`config.mk`:
```
export PLATFORM = sky130hd
export DESIGN_NAME = varint_length_prefixed_framer_core
export DESIGN_NICKNAME = d
export VERILOG_FILES = /design/src/hw/rtl/vlpf_pkg.sv /design/src/hw/rtl/varint_length_prefixed_framer_core.sv /design/src/hw/rtl/vlpf_front.sv /design/src/hw/rtl/vlpf_queue.sv /design/src/hw/rtl/vlpf_back.sv
export SDC_FILE = /design/constraint.sdc
export NUM_CORES = 1
export LEC_CHECK = 0
export BUFFER_PORTS_ARGS = -buffer_cell sky130_fd_sc_hd__buf_4
export CAP_MARGIN = 25
export CORE_MARGIN = 2
export CORE_UTILIZATION = 30
export CTS_CLUSTER_SIZE = 10
export DETAILED_ROUTE_END_ITERATION = 8
export HOLD_SLACK_MARGIN = 0.12
export SLEW_MARGIN = 20
export SYNTH_ARGS = -nofsm -noshare
export SYNTH_HDL_FRONTEND = slang
export SYNTH_SLANG_ARGS = --single-unit
```
`constraint.sdc`:
```
create_clock -name aclk -period 6.7 [get_ports aclk]
set_clock_uncertainty 0.05 [all_clocks]
set_input_delay 1.005 -clock aclk [delete_from_list [all_inputs] [get_ports aclk]]
set_output_delay 1.005 -clock aclk [all_outputs]
set_load 0.005 [all_outputs]
```
`src/hw/rtl/vlpf_pkg.sv`:
```
// Shared types and constants for the varint length-prefixed framer.
package vlpf_pkg;

    // Buffer size limit; offsets saturate at the smaller of its last offset and 65535.
    localparam logic [32:0] MAX_BUFFER_BYTES = 33'd65536;
    localparam logic [32:0] OFF_LIMIT        = MAX_BUFFER_BYTES - 33'd1;
    localparam logic [15:0] OFF_CAP          =
        (OFF_LIMIT > 33'h0_FFFF) ? 16'hFFFF : OFF_LIMIT[15:0];

    // Region counter saturation value.
    localparam logic [15:0] REGION_CAP = 16'hFFFF;

    // Varint layout: seven value bits per byte, bit seven flags a continuation.
    localparam int          GROUP_BITS = 7;
    localparam int          LEN_BITS   = 32;
    localparam int          CONT_BIT   = 7;
    localparam logic [4:0]  SHIFT_STEP = 5'd7;
    // A continuation seen at or beyond this shift would pass bit 31.
    localparam logic [4:0]  SHIFT_LAST = 5'(LEN_BITS - GROUP_BITS);

    // Depth of the queue between parser and output stage.
    localparam int QDEPTH = 4;
    localparam int QPTR_W = $clog2(QDEPTH);
    localparam int QCNT_W = $clog2(QDEPTH + 1);

    // Parser phase.
    typedef enum logic [1:0] {
        PH_LEN  = 2'd0,
        PH_PAY  = 2'd1,
        PH_STOP = 2'd2
    } phase_t;

    // One result item.
    typedef struct packed {
        logic        region_valid;
        logic [15:0] region_index;
        logic [15:0] region_start;
        logic [15:0] region_end;
        logic        buffer_done;
    } result_item_t;

    // Queue status seen by both sides.
    typedef struct packed {
        logic full;
        logic empty;
    } q_status_t;

endpackage

```
`src/hw/rtl/varint_length_prefixed_framer_core.sv`:
```
// Top level of the varint length-prefixed framer: parser, queue and output stage.
//
//  Channel  Direction  tdata                         tuser         tlast
//  s_axis   in         [7:0] data_byte               -             last_byte
//  m_axis   out        [15:0] region_index,          region_valid  buffer_done
//                      [31:16] region_start,
//                      [47:32] region_end
//
// One byte is accepted per clock unless the result queue is full.
// A result is queued when its byte is accepted and leaves via the output register.
// Reset (aresetn low, synchronous) empties the queue and returns the parser to
// reading a length prefix at offset zero.
// A stalled m_axis fills a four-entry result queue; s_axis_tready drops only
// while that queue is full.
module varint_length_prefixed_framer_core
    import vlpf_pkg::*;
(
    input  logic        aclk,
    input  logic        aresetn,
    input  logic        s_axis_tvalid,
    output logic        s_axis_tready,
    input  logic [7:0]  s_axis_tdata,   // [7:0] data_byte
    input  logic        s_axis_tlast,   // last_byte
    output logic        m_axis_tvalid,
    input  logic        m_axis_tready,
    output logic [47:0] m_axis_tdata,   // [15:0] region_index, [31:16] region_start,
                                        // [47:32] region_end
    output logic        m_axis_tuser,   // region_valid
    output logic        m_axis_tlast    // buffer_done
);

    q_status_t    q_stat;
    logic         q_push;
    logic         q_pop;
    result_item_t q_push_data;
    result_item_t q_pop_data;
    result_item_t out_data;

    // Byte parser.
    vlpf_front u_front (
        .aclk      (aclk),
        .aresetn   (aresetn),
        .in_valid  (s_axis_tvalid),
        .in_ready  (s_axis_tready),
        .data_byte (s_axis_tdata),
        .last_byte (s_axis_tlast),
        .q_stat    (q_stat),
        .push      (q_push),
        .push_data (q_push_data)
    );

    // Result queue.
    vlpf_queue u_queue (
        .aclk      (aclk),
        .aresetn   (aresetn),
        .push      (q_push),
        .push_data (q_push_data),
        .pop       (q_pop),
        .pop_data  (q_pop_data),
        .q_stat    (q_stat)
    );

    // Output register.
    vlpf_back u_back (
        .aclk      (aclk),
        .aresetn   (aresetn),
        .q_stat    (q_stat),
        .pop_data  (q_pop_data),
        .pop       (q_pop),
        .out_valid (m_axis_tvalid),
        .out_ready (m_axis_tready),
        .out_data  (out_data)
    );

    // Pack the result fields onto the master side.
    assign m_axis_tdata = {out_data.region_end, out_data.region_start,
                           out_data.region_index};
    assign m_axis_tuser = out_data.region_valid;
    assign m_axis_tlast = out_data.buffer_done;

`ifndef SYNTHESIS
    // The parser never writes a result into a full queue.
    assert property (@(posedge aclk) disable iff (!aresetn) q_push |-> !q_stat.full)
        else $error("result pushed into full queue");

    // The output stage never reads an empty queue.
    assert property (@(posedge aclk) disable iff (!aresetn) q_pop |-> !q_stat.empty)
        else $error("result popped from empty queue");

    // A result without a region is only ever the end-of-buffer marker, all fields zero.
    assert property (@(posedge aclk) disable iff (!aresetn)
        (m_axis_tvalid && !m_axis_tuser) |-> (m_axis_tlast && (m_axis_tdata == 48'd0)))
        else $error("empty region that is not a clean end marker");
`endif

endmodule

```
`src/hw/rtl/vlpf_front.sv`:
```
// Front part: accepts bytes, parses varint lengths and payloads, and queues results.
module vlpf_front
    import vlpf_pkg::*;
(
    input  logic         aclk,
    input  logic         aresetn,
    input  logic         in_valid,
    output logic         in_ready,
    input  logic [7:0]   data_byte,
    input  logic         last_byte,
    input  q_status_t    q_stat,
    output logic         push,
    output result_item_t push_data
);

    phase_t      phase_reg, phase_next;
    logic [31:0] acc_reg, acc_next;
    logic [4:0]  shift_reg, shift_next;
    logic [15:0] off_reg, off_next;
    logic [15:0] start_reg, start_next;
    logic [30:0] rem_reg, rem_next;
    logic [15:0] regions_reg, regions_next;

    logic         accept;
    logic         emit;
    logic         has_res;
    result_item_t res;
    logic [31:0]  group_val;
    logic [31:0]  acc_or;
    logic [30:0]  rem_dec;

    // A request is taken whenever the queue has room for its possible result.
    assign in_ready  = !q_stat.full;
    assign accept    = in_valid && in_ready;
    assign push      = accept && has_res;
    assign push_data = res;

    assign group_val = {25'd0, data_byte[GROUP_BITS-1:0]} << shift_reg;
    assign acc_or    = acc_reg | group_val;
    assign rem_dec   = rem_reg - 31'd1;

    // Parse one byte and form the result it causes.
    always_comb begin
        phase_next   = phase_reg;
        acc_next     = acc_reg;
        shift_next   = shift_reg;
        off_next     = off_reg;
        start_next   = start_reg;
        rem_next     = rem_reg;
        regions_next = regions_reg;
        emit         = 1'b0;
        has_res      = 1'b0;
        res          = '0;

        case (phase_reg)
            PH_LEN: begin
                if (shift_reg == 5'd0) begin
                    start_next = off_reg;
                end
                if (data_byte[CONT_BIT]) begin
                    acc_next = acc_or;
                    if (shift_reg >= SHIFT_LAST) begin
                        phase_next = PH_STOP;
                    end else begin
                        shift_next = shift_reg + SHIFT_STEP;
                    end
                end else begin
                    shift_next = 5'd0;
                    acc_next   = '0;
                    if (acc_or[LEN_BITS-1]) begin
                        phase_next = PH_STOP;
                    end else if (acc_or == 32'd0) begin
                        emit = 1'b1;
                    end else begin
                        rem_next   = acc_or[30:0];
                        phase_next = PH_PAY;
                    end
                end
            end
            PH_PAY: begin
                rem_next = rem_dec;
                if (rem_dec == 31'd0) begin
                    emit       = 1'b1;
                    phase_next = PH_LEN;
                end
            end
            default: begin
                // Stopped: bytes are only counted.
            end
        endcase

        if (emit && (regions_reg != REGION_CAP)) begin
            regions_next = regions_reg + 16'd1;
        end

        if (!last_byte) begin
            if (off_reg < OFF_CAP) begin
                off_next = off_reg + 16'd1;
            end
            has_res = emit;
            res     = '{region_valid: 1'b1, region_index: regions_reg,
                        region_start: start_next, region_end: off_reg,
                        buffer_done: 1'b0};
        end else begin
            // The last byte always closes the buffer with one result.
            has_res = 1'b1;
            if (emit) begin
                res = '{region_valid: 1'b1, region_index: regions_reg,
                        region_start: start_next, region_end: off_reg,
                        buffer_done: 1'b1};
            end else if (phase_next == PH_PAY) begin
                res = '{region_valid: 1'b1, region_index: regions_next,
                        region_start: start_next, region_end: off_reg,
                        buffer_done: 1'b1};
            end else if (regions_next == 16'd0) begin
                res = '{region_valid: 1'b1, region_index: 16'd0,
                        region_start: 16'd0, region_end: off_reg,
                        buffer_done: 1'b1};
            end else begin
                res = '{region_valid: 1'b0, region_index: 16'd0,
                        region_start: 16'd0, region_end: 16'd0,
                        buffer_done: 1'b1};
            end
            phase_next   = PH_LEN;
            acc_next     = '0;
            shift_next   = 5'd0;
            off_next     = 16'd0;
            start_next   = 16'd0;
            rem_next     = '0;
            regions_next = 16'd0;
        end
    end

    // Parser state advances once per accepted byte.
    always_ff @(posedge aclk) begin
        if (!aresetn) begin
            phase_reg   <= PH_LEN;
            acc_reg     <= '0;
            shift_reg   <= 5'd0;
            off_reg     <= 16'd0;
            start_reg   <= 16'd0;
            rem_reg     <= '0;
            regions_reg <= 16'd0;
        end else if (accept) begin
            phase_reg   <= phase_next;
            acc_reg     <= acc_next;
            shift_reg   <= shift_next;
            off_reg     <= off_next;
            start_reg   <= start_next;
            rem_reg     <= rem_next;
            regions_reg <= regions_next;
        end
    end

endmodule

```
`src/hw/rtl/vlpf_queue.sv`:
```
// Short result queue between the parser and the output stage.
module vlpf_queue
    import vlpf_pkg::*;
(
    input  logic         aclk,
    input  logic         aresetn,
    input  logic         push,
    input  result_item_t push_data,
    input  logic         pop,
    output result_item_t pop_data,
    output q_status_t    q_stat
);

    result_item_t      mem_reg [QDEPTH];
    logic [QPTR_W-1:0] wr_ptr_reg, wr_ptr_next;
    logic [QPTR_W-1:0] rd_ptr_reg, rd_ptr_next;
    logic [QCNT_W-1:0] count_reg, count_next;

    assign pop_data     = mem_reg[rd_ptr_reg];
    assign q_stat.full  = (count_reg == QCNT_W'(QDEPTH));
    assign q_stat.empty = (count_reg == '0);

    // Pointer and fill count update.
    always_comb begin
        wr_ptr_next = push ? wr_ptr_reg + 1'b1 : wr_ptr_reg;
        rd_ptr_next = pop  ? rd_ptr_reg + 1'b1 : rd_ptr_reg;
        count_next  = count_reg;
        if (push && !pop) begin
            count_next = count_reg + 1'b1;
        end else if (pop && !push) begin
            count_next = count_reg - 1'b1;
        end
    end

    always_ff @(posedge aclk) begin
        if (!aresetn) begin
            wr_ptr_reg <= '0;
            rd_ptr_reg <= '0;
            count_reg  <= '0;
        end else begin
            wr_ptr_reg <= wr_ptr_next;
            rd_ptr_reg <= rd_ptr_next;
            count_reg  <= count_next;
        end
    end

    // Entry storage needs no reset.
    always_ff @(posedge aclk) begin
        if (push) begin
            mem_reg[wr_ptr_reg] <= push_data;
        end
    end

endmodule

```
`src/hw/rtl/vlpf_back.sv`:
```
// Back part: output register that drains the queue toward the result channel.
module vlpf_back
    import vlpf_pkg::*;
(
    input  logic         aclk,
    input  logic         aresetn,
    input  q_status_t    q_stat,
    input  result_item_t pop_data,
    output logic         pop,
    output logic         out_valid,
    input  logic         out_ready,
    output result_item_t out_data
);

    logic         valid_reg, valid_next;
    result_item_t data_reg;

    // Load a new result when the register is empty or being taken.
    assign pop       = !q_stat.empty && (!valid_reg || out_ready);
    assign out_valid = valid_reg;
    assign out_data  = data_reg;

    always_comb begin
        valid_next = valid_reg;
        if (pop) begin
            valid_next = 1'b1;
        end else if (out_ready) begin
            valid_next = 1'b0;
        end
    end

    always_ff @(posedge aclk) begin
        if (!aresetn) begin
            valid_reg <= 1'b0;
        end else begin
            valid_reg <= valid_next;
        end
    end

    always_ff @(posedge aclk) begin
        if (pop) begin
            data_reg <= pop_data;
        end
    end

endmodule

```
==> qor.yml <==
area_delta_synth_final_pct: 15.8
crit_fanout: 24
synthesis.nets: 1406
cts_tree: "built"
seq_area_um2: 10000
syn_inst: 1380
synth_top_area_frac: 0.451
first_pass_iters: 5
cts_sinks: 376
port_buffers: 64
drv_slew: 0
yosysMostFrequentCell: "edfxtp_1"
die_area_um2: 57400
synth_edf_count: 250
largest_reg_flops: 200
yosys_warnings: 0
place_congestion: 0.923
final-hold-violation-count: 0
synth-main-ff-cell: "edfxtp_1"
clock_latency_ps: 580
cp-end-kind: "register"
fmax_ghz: 0.187
fin_crit_sh: 0.797
yosysTopAreaCell: "edfxtp_1"
cts-resized-gates: 0
final_nets: 1451
max-slew-margin-rel: 0.395
post-cts-setup-buffers: 0
antennaDiodeCount: 0
synth_area_per_cell_um2: 12.1
startpoint_type: "register"
wl_per_cell_um: 18.6
row_count: 86
wl_mm: 41.0
powerDensity_nw_per_um2: 345
vias: 11200
gr-total-overflow: 0
root_buffer: "clkbuf_16"
clk_pin_slew_ps: 60
period_minus_slack_ps: 5340
irDropWorstVdd_uv: 175
grt_max_degree: 78
multiInputGateArea_um2: 6170
place_hpwl_mm: 26.8
cts-buffers-inserted: 45
synth.distinct_cells: 82
synth-seq-area-share: 0.603
crit_required_ps: 7130
maxCapViolCount: 0
synthTopCellsByCount: "edfxtp_1 (250), nor2_1 (144), a21oi_1 (126), dfxtp_1 (126), nand2_1 (96)"
antenna_found_initial: 0
grtUsageTotal: 0.143
path_class: "reg -> reg"
cts_hold_buf: 0
status: "finished clean"
netlist_area_um2: 16600
n_fill_cell: 5342
netlist_top_cells_area: "edfxtp_1 (45%), dfxtp_1 (15%), mux4_2 (7.0%), a21oi_1 (3.8%), nor2_1 (3.2%)"
htreeDepth: 2
io_pins: 65
grt_setup_unrepaired: "no"
p_leak_nw: 6.31
drt_iter0_markers: 929
die_h_um: 240
grt_pass1_wl_mm: 64.2
layout-drive-gt1-share: 0.167
synth_seq_cells: 376
ant_nets: 0
hold_path_class: "reg -> reg"
core-area_um2: 55000
setup_violations: 0
tightest_slew_ps: 907
synthArstFlopShare: 0
cp.arrival_ps: 5770
avgViaCountPerCell: 5.10
finalSetupTns_ps: 0
start_util: 0.303
drc_errors: 0
total_power_mw: 6.66
die_w_um: 240
clk_path_buf_depth: 3
grt_pass1_vias: 10900
==> report_power, final <==
group | internal (mW) | switching (mW)
registers | 2.80 | 0.162
logic | 0.643 | 0.801
clock network | 1.32 | 0.937
==> area by class of cell <==
type / instances / area share
flip-flops and latches: 376 / 0.521
multi-input cells: 887 / 0.320
clock buffers: 77 / 0.0672
well taps: 748 / 0.0486
repair buffers: 90 / 0.0361
inverters: 25 / 0.00487
clock inverters: 4 / 0.00273
==> through the flow <==
step	cells	utilization	hold WS, ps	setup slack [ps]	cell area [um^2]
after floorplan	1380	-	405	1720	16600
after global placement	2124	0.325	420	1350	17900
after detailed placement	2125	0.326	432	1230	17900
after CTS	2206	0.350	439	1360	19300
after global routing	2207	0.351	471	1020	19300
final	2207	0.351	443	1360	19300
==> final timing paths <==
check / start / to / slack, ps / cells past startpoint
setup / recovery: u_front.shift_reg[1] / u_queue.count_reg[2] / 1360 / 13
setup reg to reg: u_front.shift_reg[1] / u_queue.count_reg[2] / 1360 / 13
hold reg to reg: u_front.acc_reg[19] / u_front.acc_reg[19] / 440 / 2
hold / removal: u_front.acc_reg[19] / u_front.acc_reg[19] / 440 / 2
==> metal layers <==
metal	GRT usage	routed length (um)	share of wire
met4	0.0390	878	0.021
met5	0	0	0
met2	0.234	19500	0.47
met3	0.0256	2190	0.053
met1	0.195	18500	0.45
==> kinds of logic after synthesis <==
| family | synth area share |
|---|---|
| multiplexers | 0.0813 |
| AND/OR/NAND/NOR | 0.146 |
| XOR/XNOR | 0.0189 |
| adder cells (fa/ha/maj) | 0.0102 |
| buffers and inverters | 0.0285 |
| AO/OA/AOI/OAI | 0.112 |
| flip-flops | 0.603 |
==> critical path: stages, from the launching register on <==
cell and delay (ps):
dfxtp_1 890, mux2i_1 390, a21oi_1 140, a2111o_1 510, or4_4 550, a2111oi_4 360, nand4_2 240, a31oi_1 700
ha_1 310, inv_1 70, fa_1 390, xor2_1 180, or3_1 310, a21oi_1 140
==> cells in the final DEF (no fill, tap or decap), drive strengths merged, types with 7 or more instances in the layout <==
cell and instances:
inv 27, mux2i 17, nand4 20, nor2b 27
nor4 18, nor3 35, nand3b 14, or3 9
nand2 97, o21ai 49, a22oi 21, nand3 24
edfxtp 250, a21oi 127, xor2 19, or4 8
and3 16, and2 28, a31oi 19, nor3b 7
buf 90, nand2b 8, mux4 52, clkbuf 77
xnor2 17, dfxtp 126, nor2 144, a211oi 12
o211ai 9, ha 12
(Power assumes the default switching activity.)
